File: src/rtl/core/tdvt_pkg.sv
`timescale 1ns / 1ps
// shared types and constants of the td value table block
package tdvt_pkg;

	localparam int VAL_W      = 32;
	localparam int REG_W      = 17;
	localparam int CFG_IDX_W  = 1;
	localparam int GENES_DEF  = 10;
	localparam int IDX_MAX_W  = 20;
	localparam int Q_DEPTH    = 2;
	localparam int Q_PTR_W    = $clog2(Q_DEPTH);
	localparam int Q_CNT_W    = $clog2(Q_DEPTH + 1);

	// arithmetic widths of the update datapath
	localparam int MULD_W = REG_W + 1 + VAL_W;      // discount * post
	localparam int DP_W   = MULD_W - 16;            // floored discounted post
	localparam int D_W    = DP_W + 1;               // reward + dp - pre
	localparam int MULL_W = REG_W + 1 + D_W;        // learning_rate * d
	localparam int INC_W  = MULL_W - 16;            // floored increment
	localparam int SUM_W  = INC_W + 1;              // pre + inc

	localparam logic [CFG_IDX_W-1:0] CFG_LR   = 1'b0;
	localparam logic [CFG_IDX_W-1:0] CFG_DISC = 1'b1;

	localparam logic [REG_W-1:0] LR_RESET   = 17'd6554;
	localparam logic [REG_W-1:0] DISC_RESET = 17'd58982;

	localparam logic CMD_LOOKUP = 1'b0;
	localparam logic CMD_UPDATE = 1'b1;

	typedef enum logic {
		OP_READ,
		OP_UPDATE
	} op_t;

	typedef struct packed {
		op_t                   op;
		logic [IDX_MAX_W-1:0]  si;
		logic [IDX_MAX_W-1:0]  ni;
		logic [VAL_W-1:0]      reward;
	} item_t;

	typedef struct packed {
		logic full;
		logic empty;
	} q_stat_t;

endpackage

File: src/rtl/core/tdvt_queue.sv
`timescale 1ns / 1ps
// short command queue between intake and execution
module tdvt_queue
	import tdvt_pkg::*;
(
	input  logic    clk,
	input  logic    arst_n,
	input  logic    push,
	input  item_t   push_item,
	input  logic    pop,
	output item_t   head,
	output q_stat_t stat
);

	item_t               slot_q [Q_DEPTH];
	logic [Q_PTR_W-1:0]  wr_ptr_q;
	logic [Q_PTR_W-1:0]  rd_ptr_q;
	logic [Q_CNT_W-1:0]  cnt_q;

	assign stat.full  = (cnt_q == Q_CNT_W'(Q_DEPTH));
	assign stat.empty = (cnt_q == '0);
	assign head       = slot_q[rd_ptr_q];

	always_ff @(posedge clk or negedge arst_n) begin
		if (!arst_n) begin
			wr_ptr_q <= '0;
			rd_ptr_q <= '0;
			cnt_q    <= '0;
		end else begin
			if (push) begin
				wr_ptr_q <= wr_ptr_q + 1'b1;
			end
			if (pop) begin
				rd_ptr_q <= rd_ptr_q + 1'b1;
			end
			if (push && !pop) begin
				cnt_q <= cnt_q + 1'b1;
			end else if (pop && !push) begin
				cnt_q <= cnt_q - 1'b1;
			end
		end
	end

	always_ff @(posedge clk) begin
		if (push) begin
			slot_q[wr_ptr_q] <= push_item;
		end
	end

	a_no_overflow: assert property (@(posedge clk) disable iff (!arst_n)
		push |-> (!stat.full || pop))
		else $error("queue written while full");

	a_no_underflow: assert property (@(posedge clk) disable iff (!arst_n)
		pop |-> !stat.empty)
		else $error("queue read while empty");

endmodule

File: config.mk
export PLATFORM = sky130hd
export DESIGN_NAME = tdvt_queue
export DESIGN_NICKNAME = d
export VERILOG_FILES = /design/src/rtl/core/tdvt_pkg.sv /design/src/rtl/core/tdvt_queue.sv
export SDC_FILE = /design/constraint.sdc
export NUM_CORES = 1
export LEC_CHECK = 0
export BUFFER_PORTS_ARGS = -buffer_cell sky130_fd_sc_hd__buf_2
export CAP_MARGIN = 20
export CORE_MARGIN = 2
export CORE_UTILIZATION = 30
export CTS_CLUSTER_DIAMETER = 150
export DETAILED_ROUTE_END_ITERATION = 16
export GPL_ROUTABILITY_DRIVEN = 0
export PLACE_DENSITY = 0.58
export SKIP_CTS_REPAIR_TIMING = 1
export SLEW_MARGIN = 10
export SYNTH_ARGS = -nofsm -noshare
export SYNTH_HDL_FRONTEND = slang
export SYNTH_SLANG_ARGS = --single-unit
File: constraint.sdc
create_clock -name clk -period 9.9 [get_ports clk]
set_clock_uncertainty 0.05 [all_clocks]
set_input_delay 2.475 -clock clk [delete_from_list [all_inputs] [get_ports clk]]
set_output_delay 2.475 -clock clk [all_outputs]
set_load 0.1 [all_outputs]
==> metrics.txt, run 1 <==
CORE AREA 18700 um^2; Setup crit end kind output pin; Worst Hold Class reg -> reg; RSZ-0062 raised after global routing no; Layout fillers 1704; # H-tree levels 4; clk buf depth 2; TritonCTS Buffers 17; first-pass GRT wire length 15700 um; count of cell types in the netlist 13; CTS tree yes; WL per Instance 15.6 um; status completed; initial DRC count 117; type of origin of the critical path register; Max-slew headroom 49.9%; final wirelength 10200 um; RR Startpoint wr_ptr_q; final hold violation count 0; setup TNS 0 ps; critical path class reg -> out; DP HPWL 6670 um; Mean Syn Cell Area 23.5 um^2; Worst Hold Launch cnt_q[1]; vias per cell 4.24; Synth Warn # 0; Nets 487; ANT nets after route 0; Synth Cell Area 5700 um^2; largest net degree at the start of global routing 74; syn_nets 321; FMAX 190 MHz; Req. time, crit path 7380 ps; DR pass1 iterations 4; die width 142 um; r2r setup slk 7870 ps; vias in the first global route 2979; Area Overhead vs Synth 28.2%; remaining design rule violation count 0; pin slew with the least headroom to its limit 751 ps; sequential area share after synthesis 78.6%; Tmin final 5260 ps; count of final setup violators 0; R2R Path End slot_q[0][42]; grt total ovfl 0; Max-Cap Viols 0; I/O Pins 152; Min-Delay Endpoint cnt_q[1]; Root Buffer clkbuf_16; hold path depth 1; Rows 50; I/O Buffers 151; Pins Over Slew Limit 0; share of layout cells above drive strength 1 61.4%; Seq cells post-synth 150; Worst R2R Path Depth 3; initial antenna violation count 0; Global Route Usage Sum 10.5%; Starting Density 30.5%; CP Launch Point rd_ptr_q; antenna cell count 0; Post-Syn Instances 243; ratio of final minimum period to clock period 53.1%; Worst-path clk slew 60 ps; die height 142 um; worst skew pair latency 410 ps; total number of vias 2779; CP arrival 2730 ps; die area 20100 um^2; CTS Sinks 150; crit-path max FO 43
-- per-stage QoR --
step           std cells  instance area [um^2]  hold slack [ps]  setup slack, ps  util [%]
2_1_floorplan        243                  5700              405             3660         -
3_3_place_gp         622                  6700              422             5040      35.8
3_5_place_dp         623                  6720              437             5020      35.9
4_1_cts              655                  7280              449             4570      38.9
5_1_grt              656                  7310              497             4470      39.1
6_report             656                  7310              445             4640      39.1
-- cell families after synthesis --
group | synth area share [%]
adder cells (fa/ha/maj) | 0.219
buffers and inverters | 1.54
multiplexers | 18.4
flip-flops | 78.6
AND/OR/NAND/NOR | 0.461
XOR/XNOR | 0.768
-- worst max-delay path by stage --
stage | endpoint | cells after the start
after floorplan | slot_q[0][0] | 1
after global placement | head[52] | 3
after detailed placement | head[52] | 3
after CTS | head[52] | 3
after global routing | head[52] | 3
final | head[52] | 3
-- worst max-delay path, stage by stage, from the launching register on --
cell     delay [ps]
dfrtp_4         810
buf_4           680
mux2_2          300
buf_2           420
-- area by class of cell --
class                   instances  area (um^2)  area share [%]
well taps                     234          293            4.01
multi-input cells              84         1140            15.6
clock inverters                14          135            1.85
flip-flops and latches        150         4490            61.4
repair buffers                155          818            11.2
clock buffers                  18          429            5.87
inverters                       1         3.75          0.0514
-- routing by layer --
layer  track usage (%)  vias up  wire, um
met4              4.42        0       118
met5                 0        -         0
li1                  -     1288         -
met3              4.35       10       710
met1              12.7     1379      4340
met2              16.8      102      5080
-- cells in the mapped netlist --
library cell  count  area [um^2]
and2_1            1         6.26
buf_6             7         78.8
mux2_2           13          146
inv_1             1         3.75
edfxtp_1        146         4380
mux2_4           60          901
xnor2_1           1         8.76
nor2_1            2         7.51
xor2_1            4         35.0
dfrtp_1           4          100
nor2b_1           2         12.5
buf_2             1         5.00
ha_1              1         12.5
-- state kept, by name, indices dropped and copies added, names as in the netlist --
| name | count |
|---|---|
| cnt_q | 2 |
| rd_ptr_q | 1 |
| slot_q | 146 |
| wr_ptr_q | 1 |
-- placed cells by master, fill, tap and decap left out, types with 2 or more instances in the layout --
cell type / n
buf_2: 151
buf_4: 2
bufinv_16: 2
clkbuf_16: 17
clkinv_1: 3
clkinv_2: 3
clkinv_4: 2
clkinvlp_4: 3
dfrtp_1: 3
edfxtp_1: 146
mux2_2: 13
mux2_4: 60
nor2_1: 2
xor2_1: 4
Power of run 1 is left out: the tool's default activity adds up to more than one toggle a clock period on the data nets, which glitch-free logic cannot reach.
==> run 2, diff against run 1 <==
==> constraint.sdc (replaced) <==
create_clock -name clk -period 5.1 [get_ports clk]
set_clock_uncertainty 0.05 [all_clocks]
set_input_delay 1.275 -clock clk [delete_from_list [all_inputs] [get_ports clk]]
set_output_delay 1.275 -clock clk [all_outputs]
set_load 0.1 [all_outputs]
==> run 2 against run 1 <==
Compared with the run above:
- first-iteration DRC count down 22%
- worst setup slack lost 3200 ps
- non-clock buffer count decreased by 1
- worst hold slack got worse by 7.0 ps
- die area unchanged
- via count is 1.7% lower
- core utilization rose by 0.25 points
- critical path type unchanged
==> metrics.txt, run 2 (same netlist as run 1, synthesis figures left out) <==
status completed (unchanged); TritonCTS Buffers 17 (unchanged); total number of vias 2732 (was 2779); setup TNS 0 ps (unchanged); R2R Path End slot_q[1][6] (was slot_q[0][42]); ANT nets after route 0 (unchanged); Worst Hold Class reg -> reg (unchanged); die height 142 um (unchanged); Nets 486 (was 487); I/O Buffers 151 (unchanged); fin area 7350 um^2 (was 7310 um^2); final wirelength 10000 um (was 10200 um); remaining design rule violation count 0 (unchanged); Max-Cap Viols 0 (unchanged); initial DRC count 91 (was 117); clk buf depth 2 (unchanged); I/O Pins 152 (unchanged); initial antenna violation count 0 (unchanged); CP max stage cell dfrtp_4 (unchanged); RSZ-0062 raised after global routing no (unchanged); largest net degree at the start of global routing 74 (unchanged); RR Startpoint wr_ptr_q (unchanged); final hold violation count 0 (unchanged); Root Buffer clkbuf_16 (unchanged); CTS Sinks 150 (unchanged); area post-placement 6720 um^2 (about the same); vias per cell 4.17 (was 4.24); max reg flops 146 (unchanged); first-pass GRT wire length 15300 um (was 15700 um); # H-tree levels 4 (unchanged); grt total ovfl 0 (unchanged); type of origin of the critical path register (unchanged); r2r setup slk 3340 ps (was 7870 ps); Req. time, crit path 3770 ps (was 7380 ps); Area Overhead vs Synth 29.0% (was 28.2%); Largest Register slot_q (unchanged); Rows 50 (unchanged); Max-slew headroom 30.9% (was 49.9%); Worst-path clk slew 60 ps (about the same); DR pass1 iterations 4 (unchanged); vias in the first global route 2965 (was 2979); CP peak stage delay 840 ps (was 810 ps); Global Route Usage Sum 10.3% (was 10.5%); critical path class reg -> out (unchanged); cells along the critical path buf_12, mux2_2, buf_2 (was buf_4, mux2_2, buf_2); crit path to head[57] (was head[52]); top flop regs slot_q: 146 flops, cnt_q: 2 flops (unchanged); Layout fillers 1675 (was 1704); Worst R2R Path Depth 1 (was 3); pin slew with the least headroom to its limit 1040 ps (was 751 ps); die width 142 um (unchanged); Tmin final 3680 ps; crit-path max FO 38 (was 43); worst skew pair latency 420 ps (was 410 ps); CP arrival 2360 ps (was 2730 ps); die area 20100 um^2 (unchanged); Starting Density 30.5% (unchanged); ratio of final minimum period to clock period 72.2%; CTS tree yes (unchanged); most common cell after layout, fill and taps aside buf_2 (unchanged); FMAX 272 MHz; Pins Over Slew Limit 0 (unchanged); antenna cell count 0 (unchanged); WP depth 3 (unchanged); CP Launch Point rd_ptr_q (unchanged); worst path bufs/invs 2 (unchanged); count of final setup violators 0 (unchanged); WL per Instance 15.3 um (was 15.6 um); Setup crit end kind output pin (unchanged); delay-heaviest family, CP flip-flops (was buffers and inverters); DP HPWL 6480 um (was 6670 um); share of layout cells above drive strength 1 61.5% (was 61.4%); CORE AREA 18700 um^2 (unchanged); commonest cells after routing, fill and taps aside buf_2 (151), edfxtp_1 (146), mux2_4 (60) (unchanged)
run 2: per-layer routing:
metal / track usage (%) / routed length, um / part of all wire (%)
met1: 11.6 / 4220 / 42
met2: 16.9 / 5000 / 50
met3: 4.39 / 652 / 6.5
met4: 5.05 / 152 / 1.5
met5: 0 / 0 / 0
run 2: layout make-up:
class	count	area [um^2]	share of cell area, %
flip-flops and latches	150	4490	61.0
clock buffers	19	433	5.89
multi-input cells	84	1140	15.5
well taps	234	293	3.98
repair buffers	154	816	11.1
clock inverters	13	181	2.47
inverters	1	3.75	0.0510
run 2: worst min path at each step:
stage	from	end	slack, ps	depth (start not counted)
finish	cnt_q[1]	cnt_q[1]	440	1
global route	cnt_q[1]	cnt_q[1]	480	1
CTS	cnt_q[1]	cnt_q[1]	440	1
detailed placement	cnt_q[1]	cnt_q[1]	430	1
global placement	cnt_q[1]	cnt_q[1]	420	1
floorplan	wr_ptr_q	wr_ptr_q	410	1
run 2: metrics by stage:
step | util [%] | instances | setup WS [ps] | hold WS (ps)
after global placement | 35.9 | 622 | 1840 | 422
after floorplan | - | 243 | 62.8 | 405
final | 39.3 | 655 | 1420 | 438
after CTS | 39.2 | 654 | 1380 | 442
after global routing | 39.3 | 655 | 1300 | 476
after detailed placement | 35.9 | 622 | 1830 | 429
Power of run 2 is left out for the same reason.
==> run 3, diff against run 2 <==
--- a/config.mk
+++ b/config.mk
@@ -5,6 +5,7 @@
 export SDC_FILE = /design/constraint.sdc
 export NUM_CORES = 1
 export LEC_CHECK = 0
+export ABC_AREA = 1
 export BUFFER_PORTS_ARGS = -buffer_cell sky130_fd_sc_hd__buf_2
 export CAP_MARGIN = 20
 export CORE_MARGIN = 2
@@ -12,7 +13,7 @@
 export CTS_CLUSTER_DIAMETER = 150
 export DETAILED_ROUTE_END_ITERATION = 16
 export GPL_ROUTABILITY_DRIVEN = 0
-export PLACE_DENSITY = 0.58
+export PLACE_DENSITY = 0.6
 export SKIP_CTS_REPAIR_TIMING = 1
 export SLEW_MARGIN = 10
 export SYNTH_ARGS = -nofsm -noshare
==> constraint.sdc (replaced) <==
create_clock -name clk -period 3 [get_ports clk]
set_clock_uncertainty 0.05 [all_clocks]
set_input_delay 0.75 -clock clk [delete_from_list [all_inputs] [get_ports clk]]
set_output_delay 0.75 -clock clk [all_outputs]
set_load 0.1 [all_outputs]
==> run 3 against run 2 <==
Compared with the run above:
- final area is 0.56% lower
- non-clock buffer count is 2 higher
- via count is 3.0% higher
- first-iteration DRC count is 31% higher
- worst hold slack worse by 340 ps
==> metrics.txt, run 3 <==
share of layout cells above drive strength 1 59.3% (was 61.5%); Pins Over Slew Limit 0 (unchanged); Starting Density 30.6% (was 30.5%); CORE AREA 18700 um^2 (unchanged); TritonCTS Buffers 17 (unchanged); die width 142 um (about the same); initial antenna violation count 1 (was 0); Max-slew headroom 66.1% (was 30.9%); Max-Cap Viols 0 (unchanged); I/O Pins 152 (unchanged); ANT nets after route 0 (unchanged); Synth Cell Area 5720 um^2 (was 5700 um^2); ys async rst share 2.67% (unchanged); top_reg_cell synth edfxtp_1 (unchanged); # H-tree levels 4 (unchanged); count of final setup violators 0 (unchanged); first-pass GRT wire length 16200 um (was 15300 um); RSZ-0062 raised after global routing no (unchanged); final wirelength 10400 um (was 10000 um); critical path class reg -> out (unchanged); syn_nets 330 (was 321); setup TNS 0 ps (unchanged); WL per Instance 15.6 um (was 15.3 um); Root Buffer clkbuf_16 (unchanged); Layout fillers 1698 (was 1675); Synth Warn # 0 (unchanged); DP HPWL 6680 um (was 6480 um); Tmin final 2740 ps; Nets 497 (was 486); met3 WL 835 um (was 652 um); area of the multi-input gates 1130 um^2 (was 1140 um^2); leading post-synthesis cells by cell area edfxtp_1 (77%), mux2_4 (16%), mux2_2 (2.6%), dfrtp_1 (1.7%), buf_6 (1.4%) (was edfxtp_1 (77%), mux2_4 (16%), mux2_2 (2.6%), dfrtp_1 (1.8%), buf_6 (1.4%)); CTS Sinks 150 (unchanged); Worst-path clk slew 60 ps (about the same); Post-Syn Instances 252 (was 243); max reg flops 146 (unchanged); pin slew with the least headroom to its limit 512 ps (was 1040 ps); R2R Path End slot_q[0][2] (was slot_q[1][6]); most common cell after layout, fill and taps aside buf_2 (unchanged); top sig layer met4 (unchanged); commonest cells after routing, fill and taps aside buf_2 (151), edfxtp_1 (146), mux2_4 (60) (unchanged); Req. time, crit path 2200 ps (was 3770 ps); top cell type's share of synthesized area 76.6% (was 76.9%); sequential area share after synthesis 78.4% (was 78.6%); FMAX 365 MHz; CP arrival 1940 ps (was 2360 ps); FF+latch area 4490 um^2 (unchanged); largest net degree at the start of global routing 74 (unchanged); M1 WL 4270 um (was 4220 um); r2r setup slk 1590 ps (was 3340 ps); Seq cells post-synth 150 (unchanged); worst skew pair latency 400 ps (was 420 ps); remaining design rule violation count 0 (unchanged); count of cell types in the netlist 14 (was 13); status completed (unchanged); Detail Route met2 WL 5180 um (was 5000 um); final hold violation count 0 (unchanged); top-count cell post-synth edfxtp_1 (unchanged); CTS tree yes (unchanged); ratio of final minimum period to clock period 91.3%; Largest Register slot_q (unchanged); clk buf depth 2 (unchanged); top cells by count, synth edfxtp_1 (146), mux2_4 (60), mux2_2 (13), buf_6 (7), inv_1 (7) (was edfxtp_1 (146), mux2_4 (60), mux2_2 (13), buf_6 (7)); I/O Buffers 151 (unchanged); vias in the first global route 3127 (was 2965); Area Overhead vs Synth 27.8% (was 29.0%); Synth area leader edfxtp_1 (unchanged); die area 20200 um^2 (was 20100 um^2); Rows 50 (unchanged); DR pass1 iterations 6 (was 4); Post-synth EDFFs 146 (unchanged); total number of vias 2814 (was 2732); top flop regs slot_q: 146 flops, cnt_q: 2 flops (unchanged); Worst Hold Class in -> async (was reg -> reg); grt total ovfl 0 (unchanged); vias per cell 4.22 (was 4.17); type of origin of the critical path register (unchanged); crit-path max FO 30 (was 38); die height 142 um (about the same); initial DRC count 119 (was 91); Setup crit end kind output pin (unchanged); RR Startpoint wr_ptr_q (unchanged); Global Route Usage Sum 10.7% (was 10.3%); Worst R2R Path Depth 2 (was 1); Mean Syn Cell Area 22.7 um^2 (was 23.5 um^2)
[run 3: changes by cell type after synthesis, sizes merged]
cell   before  now
inv         1    7
nand2       0    5
nor2b       2    0
xor2        4    2
and2        1    0
nand3       0    1
nand4       0    1
nor2        2    3
[run 3: metrics by stage]
step                      std cells  hold WS, ps  instance area (um^2)  utilization (%)  setup WS [ps]
final                           667         92.8                  7310             39.1            260
after global routing            666         66.7                  7310             39.1            164
after CTS                       666         64.7                  7310             39.1            205
after detailed placement        634          472                  6790             36.3            661
after global placement          634          425                  6790             36.3            656
after floorplan                 252          404                  5730                -            302
[run 3: layout make-up]
cell class / count / area share, %
sequential: 150 / 61.4
multi-input combinational: 87 / 15.5
timing repair buffer: 156 / 11.5
clock buffer: 20 / 5.97
tap: 234 / 4.00
clock inverter: 12 / 1.20
inverter: 7 / 0.376
antenna: 1 / 0.0342
[run 3: worst max-delay path, stage by stage, from the launching register on]
cell	delay (ps)
dfrtp_4	590
buf_12	280
mux2_4	340
buf_2	290
[run 3: cell families after synthesis]
kind of cell / count (synthesis) / synth area share (%)
multiplexers: 73 / 18.3
adder cells (fa/ha/maj): 1 / 0.219
XOR/XNOR: 3 / 0.459
buffers and inverters: 15 / 1.92
AND/OR/NAND/NOR: 10 / 0.722
flip-flops: 150 / 78.4
[run 3: worst max path at each step]
stage               slack [ps]      from            to  depth (start not counted)
global route               160  rd_ptr_q      head[48]                          3
detailed placement         660  rd_ptr_q      head[45]                          3
floorplan                  300      push  slot_q[1][0]                          2
global placement           660  rd_ptr_q      head[45]                          3
finish                     260  rd_ptr_q      head[14]                          3
CTS                        200  rd_ptr_q      head[48]                          3
[run 3: per-layer routing]
layer | vias up | GRT usage (%)
li1 | 1319 | -
met1 | 1381 | 12.5
met2 | 106 | 17.7
met3 | 8 | 4.71
met4 | 0 | 3.89
met5 | - | 0
Power of run 3 is left out for the same reason.
