## config.mk

```make
export PLATFORM = sky130hd
export DESIGN_NAME = tdvt_front
export DESIGN_NICKNAME = d
export VERILOG_FILES = /design/src/rtl/core/tdvt_pkg.sv /design/src/rtl/core/tdvt_front.sv
export SDC_FILE = /design/constraint.sdc
export NUM_CORES = 1
export LEC_CHECK = 0
export ABC_AREA = 0
export BUFFER_PORTS_ARGS = -buffer_cell sky130_fd_sc_hd__buf_2
export CAP_MARGIN = 20
export CORE_MARGIN = 2
export CORE_UTILIZATION = 43
export CTS_CLUSTER_DIAMETER = 200
export DETAILED_ROUTE_END_ITERATION = 10
export PLACE_DENSITY = 0.88
export SLEW_MARGIN = 20
export SYNTH_ARGS = -nofsm -noshare
export SYNTH_HDL_FRONTEND = slang
export SYNTH_SLANG_ARGS = --single-unit
```

## constraint.sdc

```tcl
create_clock -name clk -period 3.27 [get_ports clk]
set_input_delay 0 -clock clk [delete_from_list [all_inputs] [get_ports clk]]
set_output_delay 0 -clock clk [all_outputs]
set_load 0.05 [all_outputs]
```

## src/rtl/core/tdvt_pkg.sv

```systemverilog
`timescale 1ns / 1ps
// shared types and constants of the td value table block
package tdvt_pkg;

	localparam int VAL_W      = 32;
	localparam int REG_W      = 17;
	localparam int CFG_IDX_W  = 1;
	localparam int GENES_DEF  = 10;
	localparam int IDX_MAX_W  = 20;
	localparam int Q_DEPTH    = 2;
	localparam int Q_PTR_W    = $clog2(Q_DEPTH);
	localparam int Q_CNT_W    = $clog2(Q_DEPTH + 1);

	// arithmetic widths of the update datapath
	localparam int MULD_W = REG_W + 1 + VAL_W;      // discount * post
	localparam int DP_W   = MULD_W - 16;            // floored discounted post
	localparam int D_W    = DP_W + 1;               // reward + dp - pre
	localparam int MULL_W = REG_W + 1 + D_W;        // learning_rate * d
	localparam int INC_W  = MULL_W - 16;            // floored increment
	localparam int SUM_W  = INC_W + 1;              // pre + inc

	localparam logic [CFG_IDX_W-1:0] CFG_LR   = 1'b0;
	localparam logic [CFG_IDX_W-1:0] CFG_DISC = 1'b1;

	localparam logic [REG_W-1:0] LR_RESET   = 17'd6554;
	localparam logic [REG_W-1:0] DISC_RESET = 17'd58982;

	localparam logic CMD_LOOKUP = 1'b0;
	localparam logic CMD_UPDATE = 1'b1;

	typedef enum logic {
		OP_READ,
		OP_UPDATE
	} op_t;

	typedef struct packed {
		op_t                   op;
		logic [IDX_MAX_W-1:0]  si;
		logic [IDX_MAX_W-1:0]  ni;
		logic [VAL_W-1:0]      reward;
	} item_t;

	typedef struct packed {
		logic full;
		logic empty;
	} q_stat_t;

endpackage

```

## src/rtl/core/tdvt_front.sv

```systemverilog
`timescale 1ns / 1ps
// command intake: accepts a command, classifies it and hands it to the queue
module tdvt_front
	import tdvt_pkg::*;
#(
	parameter int GENES = GENES_DEF
) (
	input  logic                    clk,
	input  logic                    arst_n,
	input  logic                    start,
	input  logic                    cmd,
	input  logic [GENES-1:0]        state_index,
	input  logic [GENES-1:0]        next_index,
	input  logic signed [VAL_W-1:0] reward,
	input  logic                    clearing,
	input  q_stat_t                 q_stat,
	output logic                    busy,
	output logic                    push,
	output item_t                   push_item
);

	logic  valid_s1;
	item_t item_s1;
	item_t item_in;
	logic  accept;

	// only an update with a strictly positive reward touches the table
	always_comb begin
		item_in.op     = (cmd == CMD_UPDATE && reward > 0) ? OP_UPDATE : OP_READ;
		item_in.si     = IDX_MAX_W'(state_index);
		item_in.ni     = IDX_MAX_W'(next_index);
		item_in.reward = reward;
	end

	assign push   = valid_s1 & ~q_stat.full;
	assign busy   = clearing | (valid_s1 & q_stat.full);
	assign accept = start & ~busy;

	always_ff @(posedge clk or negedge arst_n) begin
		if (!arst_n) begin
			valid_s1 <= 1'b0;
		end else if (accept) begin
			valid_s1 <= 1'b1;
		end else if (push) begin
			valid_s1 <= 1'b0;
		end
	end

	always_ff @(posedge clk) begin
		if (accept) begin
			item_s1 <= item_in;
		end
	end

	assign push_item = item_s1;

endmodule

```

==> impl_metrics.env, run 1 <==
export IMPL_outcome="completed"
export IMPL_grt_pass1_vias=1479
export IMPL_core_um2=4290
export IMPL_num_vias=1448
export IMPL_port_buffers=112
export IMPL_crit_required_ns=3.27
export IMPL_critPathMaxFanout=42
export IMPL_hold_path_class="input port to primary output"
export IMPL_yosysSeqAreaShare_pct=85.3
export IMPL_synth_top_family_by_area="buffers and inverters"
export IMPL_cts_sinks=54
export IMPL_grt_setup_unrepaired="no"
export IMPL_setup_tns_ns=0
export IMPL_synth_compound_area_share_pct=1.19
export IMPL_ys_warn_count=0
export IMPL_antenna_cells=0
export IMPL_io_pins=134
export IMPL_die_width_um=70.4
export IMPL_drtIter0Drc=64
export IMPL_fill_cells=271
export IMPL_track_usage_pct=19.4
export IMPL_p_leak_nw=1.33
export IMPL_vdd_drop_max_uv=241
export IMPL_cp_arrival_ns=2.02
export IMPL_finalNetCount=326
export IMPL_yosys_area_top_type="edfxtp_1"
export IMPL_die_h_um=70.4
export IMPL_setup_viol=0
export IMPL_end_kind="register"
export IMPL_grt_max_degree=43
export IMPL_cts_root_buffer="clkbuf_8"
export IMPL_first_pass_iters=4
export IMPL_rr_startpoint="valid_s1$_DFFE_PN0P_"
export IMPL_p_per_area_nw_per_um2=469
export IMPL_wl_per_cell_um=15.2
export IMPL_antenna_found_initial=0
export IMPL_synth_fa_ha_area_share_pct=0
export IMPL_final_setup_skew_ns=0.00374
export IMPL_drv_slew=0
export IMPL_die_area_um2=4950
export IMPL_synthSimpleGateAreaFrac_pct=4.95
export IMPL_ys_top_cells_by_area="edfxtp_1, buf_4, nor4_2, nor4_1, dfrtp_1"
export IMPL_grt_overflow_total=0
export IMPL_synth_xor_area_share_pct=0
export IMPL_synthMuxAreaShare_pct=0
export IMPL_synth_top_area_share_pct=84.0
export IMPL_area_growth_pct=63.3
export IMPL_timing_hold_ws_ns=0.396
export IMPL_vias_per_cell=4.54
export IMPL_clock_path_buffers=2
export IMPL_dp_final_hpwl_mm=3.09
export IMPL_gp_congestion=0.722
export IMPL_period_minus_slack_ns=2.01
export IMPL_holdCritStartpoint="clearing"
export IMPL_antenna_left=0
export IMPL_r2r_slack_ns=1.26
export IMPL_r2r_end="push_item[55]$_DFFE_PP_"
export IMPL_netlist_area_um2=1890
export IMPL_r2r_cells=3
export IMPL_drive_gt1_share_pct=46.4
export IMPL_clkTransAtPathRegs_ns=0.09
export IMPL_period_share_pct=61.6
export IMPL_min_to="busy"
export IMPL_hold_depth=4
export IMPL_worst_pin_slew_ns=0.940
export IMPL_p_total_mw=1.45
export IMPL_grt_pass1_wl_mm=7.04
export IMPL_h_tree_depth=2
export IMPL_clock_latency_ns=0.30
export IMPL_cap_violations=0
export IMPL_ctsResizeCount=0
export IMPL_syn_inst=92
export IMPL_cts_buffers=5
export IMPL_ys_types=13
export IMPL_tritoncts="done"
export IMPL_startpoint_type="register"
export IMPL_ys_ff_latch=54
export IMPL_drc_errors=0
export IMPL_timing_fmax_ghz=0.497
export IMPL_rows=24
export IMPL_worstSetupPathType="register to register"
export IMPL_avgSynthCellArea_um2=20.6
export IMPL_finalHoldViolations=0
export IMPL_drt_total_wl_mm=4.86
export IMPL_relSlewSlack_pct=37.4
export IMPL_initial_utilization_pct=44.1
-- flip-flops by register name, indices dropped and copies added (netlist names) --
name	count
valid_s1	1
push_item	53
-- worst max path at each step --
stage	from	to	slack [ns]	cells past startpoint
2_1_floorplan	valid_s1$_DFFE_PN0P_	push_item[0]$_DFFE_PP_	1.03	2
3_3_place_gp	valid_s1$_DFFE_PN0P_	push_item[15]$_DFFE_PP_	1.32	3
3_5_place_dp	valid_s1$_DFFE_PN0P_	push_item[15]$_DFFE_PP_	1.23	3
4_1_cts	valid_s1$_DFFE_PN0P_	push_item[15]$_DFFE_PP_	1.21	3
5_1_grt	valid_s1$_DFFE_PN0P_	push_item[40]$_DFFE_PP_	1.11	3
6_report	valid_s1$_DFFE_PN0P_	push_item[55]$_DFFE_PP_	1.26	3
-- critical path, stage by stage, from the launching register on --
cell	delay (ns)
dfrtp_1	0.40
a21oi_1	0.16
and2_2	0.79
buf_4	0.35
-- repair_timing --
| action | 4_1_cts | 5_1_grt |
|---|---|---|
| endpoints found under the hold margin | 54 | 1 |
| hold buffers | 55 | 1 |
| setup buffers | 0 | 0 |
-- placed cells by master (no fill, tap or decap) --
master         Yosys  final
nand4_1            2      2
edfxtp_1          53     53
clkinvlp_4         0      2
buf_2              0    112
nor2b_1            1      1
dlygate4sd3_1      0     56
a21o_1             1      1
o211a_1            1      1
a21oi_1            1      1
nor4_2             3      3
dfrtp_1            1      1
and2_2             0      1
conb_1             1     20
nor4_1             5      5
buf_4             20      1
clkbuf_8           0      5
inv_1              2      2
-- cell type report --
| class | count | area, um^2 | area share [%] |
|---|---|---|---|
| inverters | 2 | 7.51 | 0.243 |
| clock inverters | 2 | 15.0 | 0.485 |
| clock buffers | 5 | 68.8 | 2.22 |
| repair buffers | 169 | 1130 | 36.5 |
| well taps | 52 | 65.1 | 2.10 |
| multi-input cells | 35 | 193 | 6.23 |
| flip-flops and latches | 54 | 1620 | 52.2 |
-- Yosys cell counts --
cell type / n
a21o_1: 1
nor4_2: 3
buf_4: 20
nor2b_1: 1
inv_1: 2
a21oi_1: 1
edfxtp_1: 53
o211a_1: 1
nand4_1: 2
dfrtp_1: 1
nor4_1: 5
and2_1: 1
conb_1: 1
-- power breakdown --
group / total [mW] / internal [mW] / switching (mW)
clock: 0.347 / 0.146 / 0.200
combinational: 0.300 / 0.0917 / 0.208
sequential: 0.806 / 0.797 / 0.00880
total: 1.45 / 1.04 / 0.417
-- layer usage --
| layer | share of wire [%] | global-route usage (%) | up-vias |
|---|---|---|---|
| met5 | 0 | 0 | - |
| met4 | 2.2 | 7.48 | 0 |
| met3 | 10 | 7.36 | 11 |
| met2 | 54 | 37.0 | 102 |
| met1 | 34 | 18.3 | 673 |
| li1 | - | - | 662 |
-- stage by stage --
stage | setup slack [ns] | std cells | utilization (%) | cell area, um^2
after floorplan | 1.03 | 111 | - | 1970
after global placement | 1.32 | 256 | 57.1 | 2450
after detailed placement | 1.23 | 256 | 57.1 | 2450
after CTS | 1.21 | 318 | 71.8 | 3080
after global routing | 1.11 | 319 | 72.1 | 3090
final | 1.26 | 319 | 72.1 | 3090
-- kinds of logic after synthesis --
group                  count (synthesis)
flip-flops                            54
buffers and inverters                 22
AND/OR/NAND/NOR                       12
AO/OA/AOI/OAI                          3
other                                  1
Note: power is estimated with default switching activity, not from simulation.
==> inputs of run 2 (changes only) <==
Settings changed: ABC_AREA 0 to 1, CORE_UTILIZATION 43 to 40, PLACE_DENSITY 0.88 to 0.82.
Clock period 3.27 ns to 2 ns, I/O delays scaled along.
==> run 2 against run 1 <==
Compared with the run above:
- via count rose by 14%
- wire length rose by 24%
- sequential cell count unchanged
- clock skew is 0.0042 ns higher
- global-route usage is 2.4 points higher
- worst setup slack got worse by 0.54 ns
- sequential share of layout area is 1.5 points lower
- critical path depth is 1 higher
- combinational power rose by 67%
- non-clock buffer count unchanged
- critical path type unchanged
- critical endpoint is now push_item[4]$_DFFE_PP_
- largest cell class unchanged
- highest routed layer unchanged
==> impl_metrics.env, run 2 <==
export IMPL_rows=25
export IMPL_cts_root_buffer="clkbuf_8"
export IMPL_grt_pass1_vias=1635
export IMPL_first_pass_iters=4
export IMPL_wl_per_cell_um=17.4
export IMPL_cpMaxStageDelayCell="dfrtp_1"
export IMPL_synth_common_cells="edfxtp_1, nor2_1, buf_4, nand2_1, inv_1"
export IMPL_cts_sinks=54
export IMPL_outcome="completed"
export IMPL_clkTransAtPathRegs_ns=0.09
export IMPL_track_usage_pct=21.8
export IMPL_die_area_um2=5410
export IMPL_num_vias=1647
export IMPL_tritoncts="done"
export IMPL_area_growth_pct=64.6
export IMPL_cp_arrival_ns=1.28
export IMPL_ys_types=9
export IMPL_fill_cells=279
export IMPL_gr_usage_met2_pct=38.4
export IMPL_vias_per_cell=4.75
export IMPL_grtUsageMet1_pct=23.2
export IMPL_cap_violations=0
export IMPL_dp_slack_ns=0.716
export IMPL_antenna_cells=0
export IMPL_hold_path_class="input port to register"
export IMPL_finalNetCount=351
export IMPL_clock_latency_ns=0.31
export IMPL_die_h_um=73.5
export IMPL_avgSynthCellArea_um2=16.5
export IMPL_port_buffers=112
export IMPL_finalHoldViolations=0
export IMPL_synth_edf_count=53
export IMPL_largest_reg_flops=53
export IMPL_cp_startpoint="valid_s1$_DFFE_PN0P_"
export IMPL_grt_pass1_wl_mm=8.34
export IMPL_crit_required_ns=2.00
export IMPL_timing_fmax_ghz=0.777
export IMPL_rr_startpoint="valid_s1$_DFFE_PN0P_"
export IMPL_slowest_delay_ns=0.39
export IMPL_ys_top_cells_by_area="edfxtp_1, buf_4, nor2_1, nand2_1, dfrtp_1"
export IMPL_initial_utilization_pct=41.2
export IMPL_finalWorstSetupSlack_ns=0.713
export IMPL_setup_tns_ns=0
export IMPL_worstSetupPathType="register to register"
export IMPL_antenna_left=0
export IMPL_core_um2=4690
export IMPL_h_tree_depth=2
export IMPL_synth_top_area_share_pct=82.3
export IMPL_vdd_drop_max_uv=340
export IMPL_drive_gt1_share_pct=42.3
export IMPL_yosys_area_top_type="edfxtp_1"
export IMPL_p_per_area_nw_per_um2=801
export IMPL_drc_errors=0
export IMPL_period_share_pct=64.3
export IMPL_cts_setup_buffers=0
export IMPL_syn_inst=117
export IMPL_io_pins=134
export IMPL_final_common_cell="buf_2"
export IMPL_grt_setup_unrepaired="no"
export IMPL_grt_overflow_total=0
export IMPL_yosysSeqAreaShare_pct=83.6
export IMPL_ys_warn_count=0
export IMPL_die_width_um=73.5
export IMPL_synth_most_common_cell="edfxtp_1"
export IMPL_period_minus_slack_ns=1.29
export IMPL_drt_total_wl_mm=6.03
export IMPL_antenna_found_initial=0
export IMPL_worstPathCellList="nand2_1 -> nand2_2 -> nor2_4 -> buf_12"
export IMPL_drtIter0Drc=178
export IMPL_grt_use_met3_pct=7.41
export IMPL_ys_ff_latch=54
export IMPL_netlist_area_um2=1930
export IMPL_grt_max_degree=54
export IMPL_end_kind="register"
export IMPL_setup_viol=0
export IMPL_final_setup_skew_ns=0.00793
export IMPL_p_leak_nw=1.38
export IMPL_cts_buffers=5
export IMPL_holdCritStartpoint="cmd"
export IMPL_drv_slew=0
export IMPL_layout_common_cells="buf_2, dlygate4sd3_1, edfxtp_1"
export IMPL_startpoint_type="register"
export IMPL_critPathMaxFanout=53
export IMPL_gp_congestion=0.741
export IMPL_synth_main_ff_cell="edfxtp_1"
export IMPL_async_flop_share_pct=1.85
export IMPL_clock_path_buffers=2
export IMPL_busiest_layer="met2"
==> run 2: final timing paths <==
path | slack, ns | cells after the start | end
setup / recovery | 0.71 | 4 | push_item[4]$_DFFE_PP_
setup reg to reg | 0.71 | 4 | push_item[4]$_DFFE_PP_
max in group asynchronous | 1.39 | 3 | valid_s1$_DFFE_PN0P_
hold / removal | 0.009 | 3 | push_item[72]$_DFFE_PP_
hold reg to reg | 0.95 | 4 | push_item[13]$_DFFE_PP_
min in group asynchronous | 0.51 | 3 | valid_s1$_DFFE_PN0P_
==> run 2: per-layer routing <==
metal  vias to the layer above  part of all wire, %  routed length, um
li1                        714                    -                  -
met3                        24                   12                699
met4                         0                  3.9                237
met1                       774                   33               1980
met5                         -                    0                  0
met2                       135                   52               3120
==> run 2: through the flow <==
step | cell area, um^2 | total power [mW] | utilization, % | instances | hold WS [ns]
finish | 3180 | 2.55 | 67.9 | 347 | 0.00904
global route | 3180 | 2.62 | 67.9 | 347 | 0.0255
CTS | 3180 | 2.51 | 67.9 | 347 | 0.0118
detailed placement | 2510 | 1.74 | 53.6 | 283 | -0.221
global placement | 2510 | 1.73 | 53.6 | 283 | -0.224
floorplan | 2020 | 1.65 | - | 136 | -0.296
==> run 2: power by group <==
group / internal [mW] / switching (mW) / leakage (nW) / total (mW)
Combinational: 0.154 / 0.348 / 0.824 / 0.502
Clock: 0.374 / 0.358 / 0.0514 / 0.732
Sequential: 1.30 / 0.0164 / 0.506 / 1.32
==> run 2: final cells by class <==
cell class | count | area (um^2) | share of cell area [%]
Multi-Input combinational cell | 58 | 234 | 7.35
Inverter | 4 | 15.0 | 0.472
Tap cell | 54 | 67.6 | 2.12
Timing Repair Buffer | 169 | 1140 | 35.8
Sequential cell | 54 | 1620 | 50.8
Clock inverter | 2 | 37.5 | 1.18
Clock buffer | 6 | 72.6 | 2.28
==> run 2: cell families after synthesis <==
logic type / after synthesis / share of synthesized area, %
simple gates: 37 / 7.44
flops: 54 / 83.6
compound gates: 1 / 0.258
other cells: 1 / 0.194
buf+inv: 24 / 8.54
==> run 2: critical path: cells and delay by family (launching register included) <==
family	cells	cell delay (ns)
flip-flops	1	0.39
AND/OR/NAND/NOR	3	0.30
buffers and inverters	1	0.27
==> run 2: timing repair <==
item | in CTS | in global routing
hold endpoints to repair | 54 | 0
hold buffers | 56 | 0
gates resized for setup | 0 | 0
==> inputs of run 3 (changes only) <==
Settings changed: CORE_UTILIZATION 40 to 37, PLACE_DENSITY 0.82 to 0.8.
Clock period 2 ns to 1 ns, I/O delays scaled along.
==> run 3 against run 2 <==
Compared with the run above:
- first-iteration DRC count is 66% lower
- critical path type unchanged
- non-clock buffer count is 5 higher
- total power is 97% higher
- the flow now finishes with violations (hold timing, setup timing)
==> impl_metrics.env, run 3 (synthesis results as in run 2) <==
export IMPL_outcome="finished, violations left"
export IMPL_failed_checks="hold timing, setup timing"
export IMPL_area_growth_pct=71.7
export IMPL_p_per_area_nw_per_um2=1510
export IMPL_r2r_slack_ns=-0.28
export IMPL_tritoncts="done"
export IMPL_setup_tns_ns=-14.04
export IMPL_wl_per_cell_um=12.8
export IMPL_stdcell_count=367
export IMPL_grt_pass1_vias=1572
export IMPL_hold_path_class="input port to register"
export IMPL_hold_depth=1
export IMPL_antenna_cells=0
export IMPL_die_h_um=76.3
export IMPL_timing_hold_ws_ns=-0.0000921
export IMPL_io_pins=134
export IMPL_core_um2=5070
export IMPL_dp_final_hpwl_mm=2.89
export IMPL_dp_cells=300
export IMPL_port_buffers=112
export IMPL_num_vias=1520
export IMPL_finalHoldViolations=1
export IMPL_grt_setup_unrepaired="yes"
export IMPL_clock_path_buffers=2
export IMPL_r2r_cells=5
export IMPL_drive_gt1_share_pct=44.1
export IMPL_setup_viol=54
export IMPL_grt_max_degree=21
export IMPL_r2r_end="push_item[28]$_DFFE_PP_"
export IMPL_die_area_um2=5820
export IMPL_track_usage_pct=16.3
export IMPL_timing_fmax_ghz=0.779
export IMPL_cts_root_buffer="clkbuf_8"
export IMPL_grt_pass1_wl_mm=7.21
export IMPL_vdd_drop_max_uv=742
export IMPL_worstSetupPathType="register to register"
export IMPL_clkTransAtPathRegs_ns=0.09
export IMPL_period_share_pct=128
export IMPL_vias_per_cell=4.14
export IMPL_final_common_cell="buf_2"
export IMPL_period_minus_slack_ns=1.28
export IMPL_gp_congestion=0.748
export IMPL_clock_latency_ns=0.30
export IMPL_first_pass_iters=4
export IMPL_die_width_um=76.3
export IMPL_drv_slew=0
export IMPL_largest_reg_flops=53
export IMPL_h_tree_depth=2
export IMPL_drtIter0Drc=60
export IMPL_initial_utilization_pct=38.1
export IMPL_cap_violations=0
export IMPL_final_setup_skew_ns=0.00789
export IMPL_drt_total_wl_mm=4.69
export IMPL_rr_startpoint="valid_s1$_DFFE_PN0P_"
export IMPL_end_kind="register"
export IMPL_min_to="push_item[9]$_DFFE_PP_"
export IMPL_finalNetCount=356
export IMPL_drc_errors=0
export IMPL_layout_common_cells="buf_2, dlygate4sd3_1, edfxtp_1"
export IMPL_startpoint_type="register"
export IMPL_grt_overflow_total=0
export IMPL_cp_arrival_ns=1.31
export IMPL_finalWorstSetupSlack_ns=-0.283
export IMPL_holdCritStartpoint="reward[9]"
export IMPL_cts_sinks=54
export IMPL_critPathMaxFanout=10
export IMPL_antenna_left=0
export IMPL_cts_buffers=5
export IMPL_rows=26
export IMPL_p_leak_nw=1.44
export IMPL_crit_required_ns=1.02
export IMPL_antenna_found_initial=0
-- run 3: layout make-up --
class	instances	area [um^2]
clock inverters	2	33.8
well taps	70	87.6
flip-flops and latches	54	1620
multi-input cells	58	253
repair buffers	174	1250
fillers	384	1750
clock buffers	5	68.8
inverters	4	15.0
-- run 3: report_power, final --
part	total, mW	internal [mW]	leakage (nW)	switching, mW
registers	2.62	2.60	0.506	0.0239
logic	1.05	0.359	0.885	0.690
clock network	1.36	0.724	0.0517	0.636
total	5.03	3.68	1.44	1.35
-- run 3: per-stage QoR --
step / setup WS (ns) / util (%) / hold slack (ns) / power, mW / cell area [um^2]
final: -0.283 / 65.5 / -0.0000921 / 5.03 / 3320
after global routing: -0.315 / 65.5 / 0.00678 / 5.22 / 3320
after CTS: -0.263 / 64.9 / 0.0201 / 5.03 / 3300
after detailed placement: -0.269 / 50.7 / -0.219 / 3.50 / 2570
after global placement: -0.240 / 50.7 / -0.224 / 3.48 / 2570
after floorplan: -0.822 / - / -0.296 / 3.31 / 2030
-- run 3: critical path, stage by stage, from the launching register on --
cell       delay, ns
dfrtp_1         0.40
nand2_2         0.12
nand2_8         0.06
nor2_4          0.10
buf_4           0.16
clkbuf_16       0.16
-- run 3: worst max path at each step --
| stage | start | end | slack (ns) | cells past startpoint |
|---|---|---|---|---|
| after floorplan | valid_s1$_DFFE_PN0P_ | push_item[0]$_DFFE_PP_ | -0.82 | 3 |
| after global placement | valid_s1$_DFFE_PN0P_ | push_item[52]$_DFFE_PP_ | -0.24 | 4 |
| after detailed placement | valid_s1$_DFFE_PN0P_ | push_item[36]$_DFFE_PP_ | -0.27 | 4 |
| after CTS | valid_s1$_DFFE_PN0P_ | push_item[16]$_DFFE_PP_ | -0.26 | 5 |
| after global routing | valid_s1$_DFFE_PN0P_ | push_item[8]$_DFFE_PP_ | -0.31 | 5 |
| final | valid_s1$_DFFE_PN0P_ | push_item[28]$_DFFE_PP_ | -0.28 | 5 |
-- run 3: metal layers --
metal | global-route usage [%] | part of all wire, % | vias to the layer above
li1 | - | - | 719
met3 | 3.79 | 7.2 | 16
met5 | 0 | 0 | -
met2 | 30.2 | 53 | 92
met4 | 9.27 | 4.2 | 0
met1 | 16.9 | 36 | 693
-- run 3: timing repair --
item	CTS	global route
gates cloned	1	1
setup endpoints to repair	55	56
hold endpoints to repair	54	0
hold buffers	55	0
pin swaps	2	4
buffers inserted	4	0
resized for setup	5	2
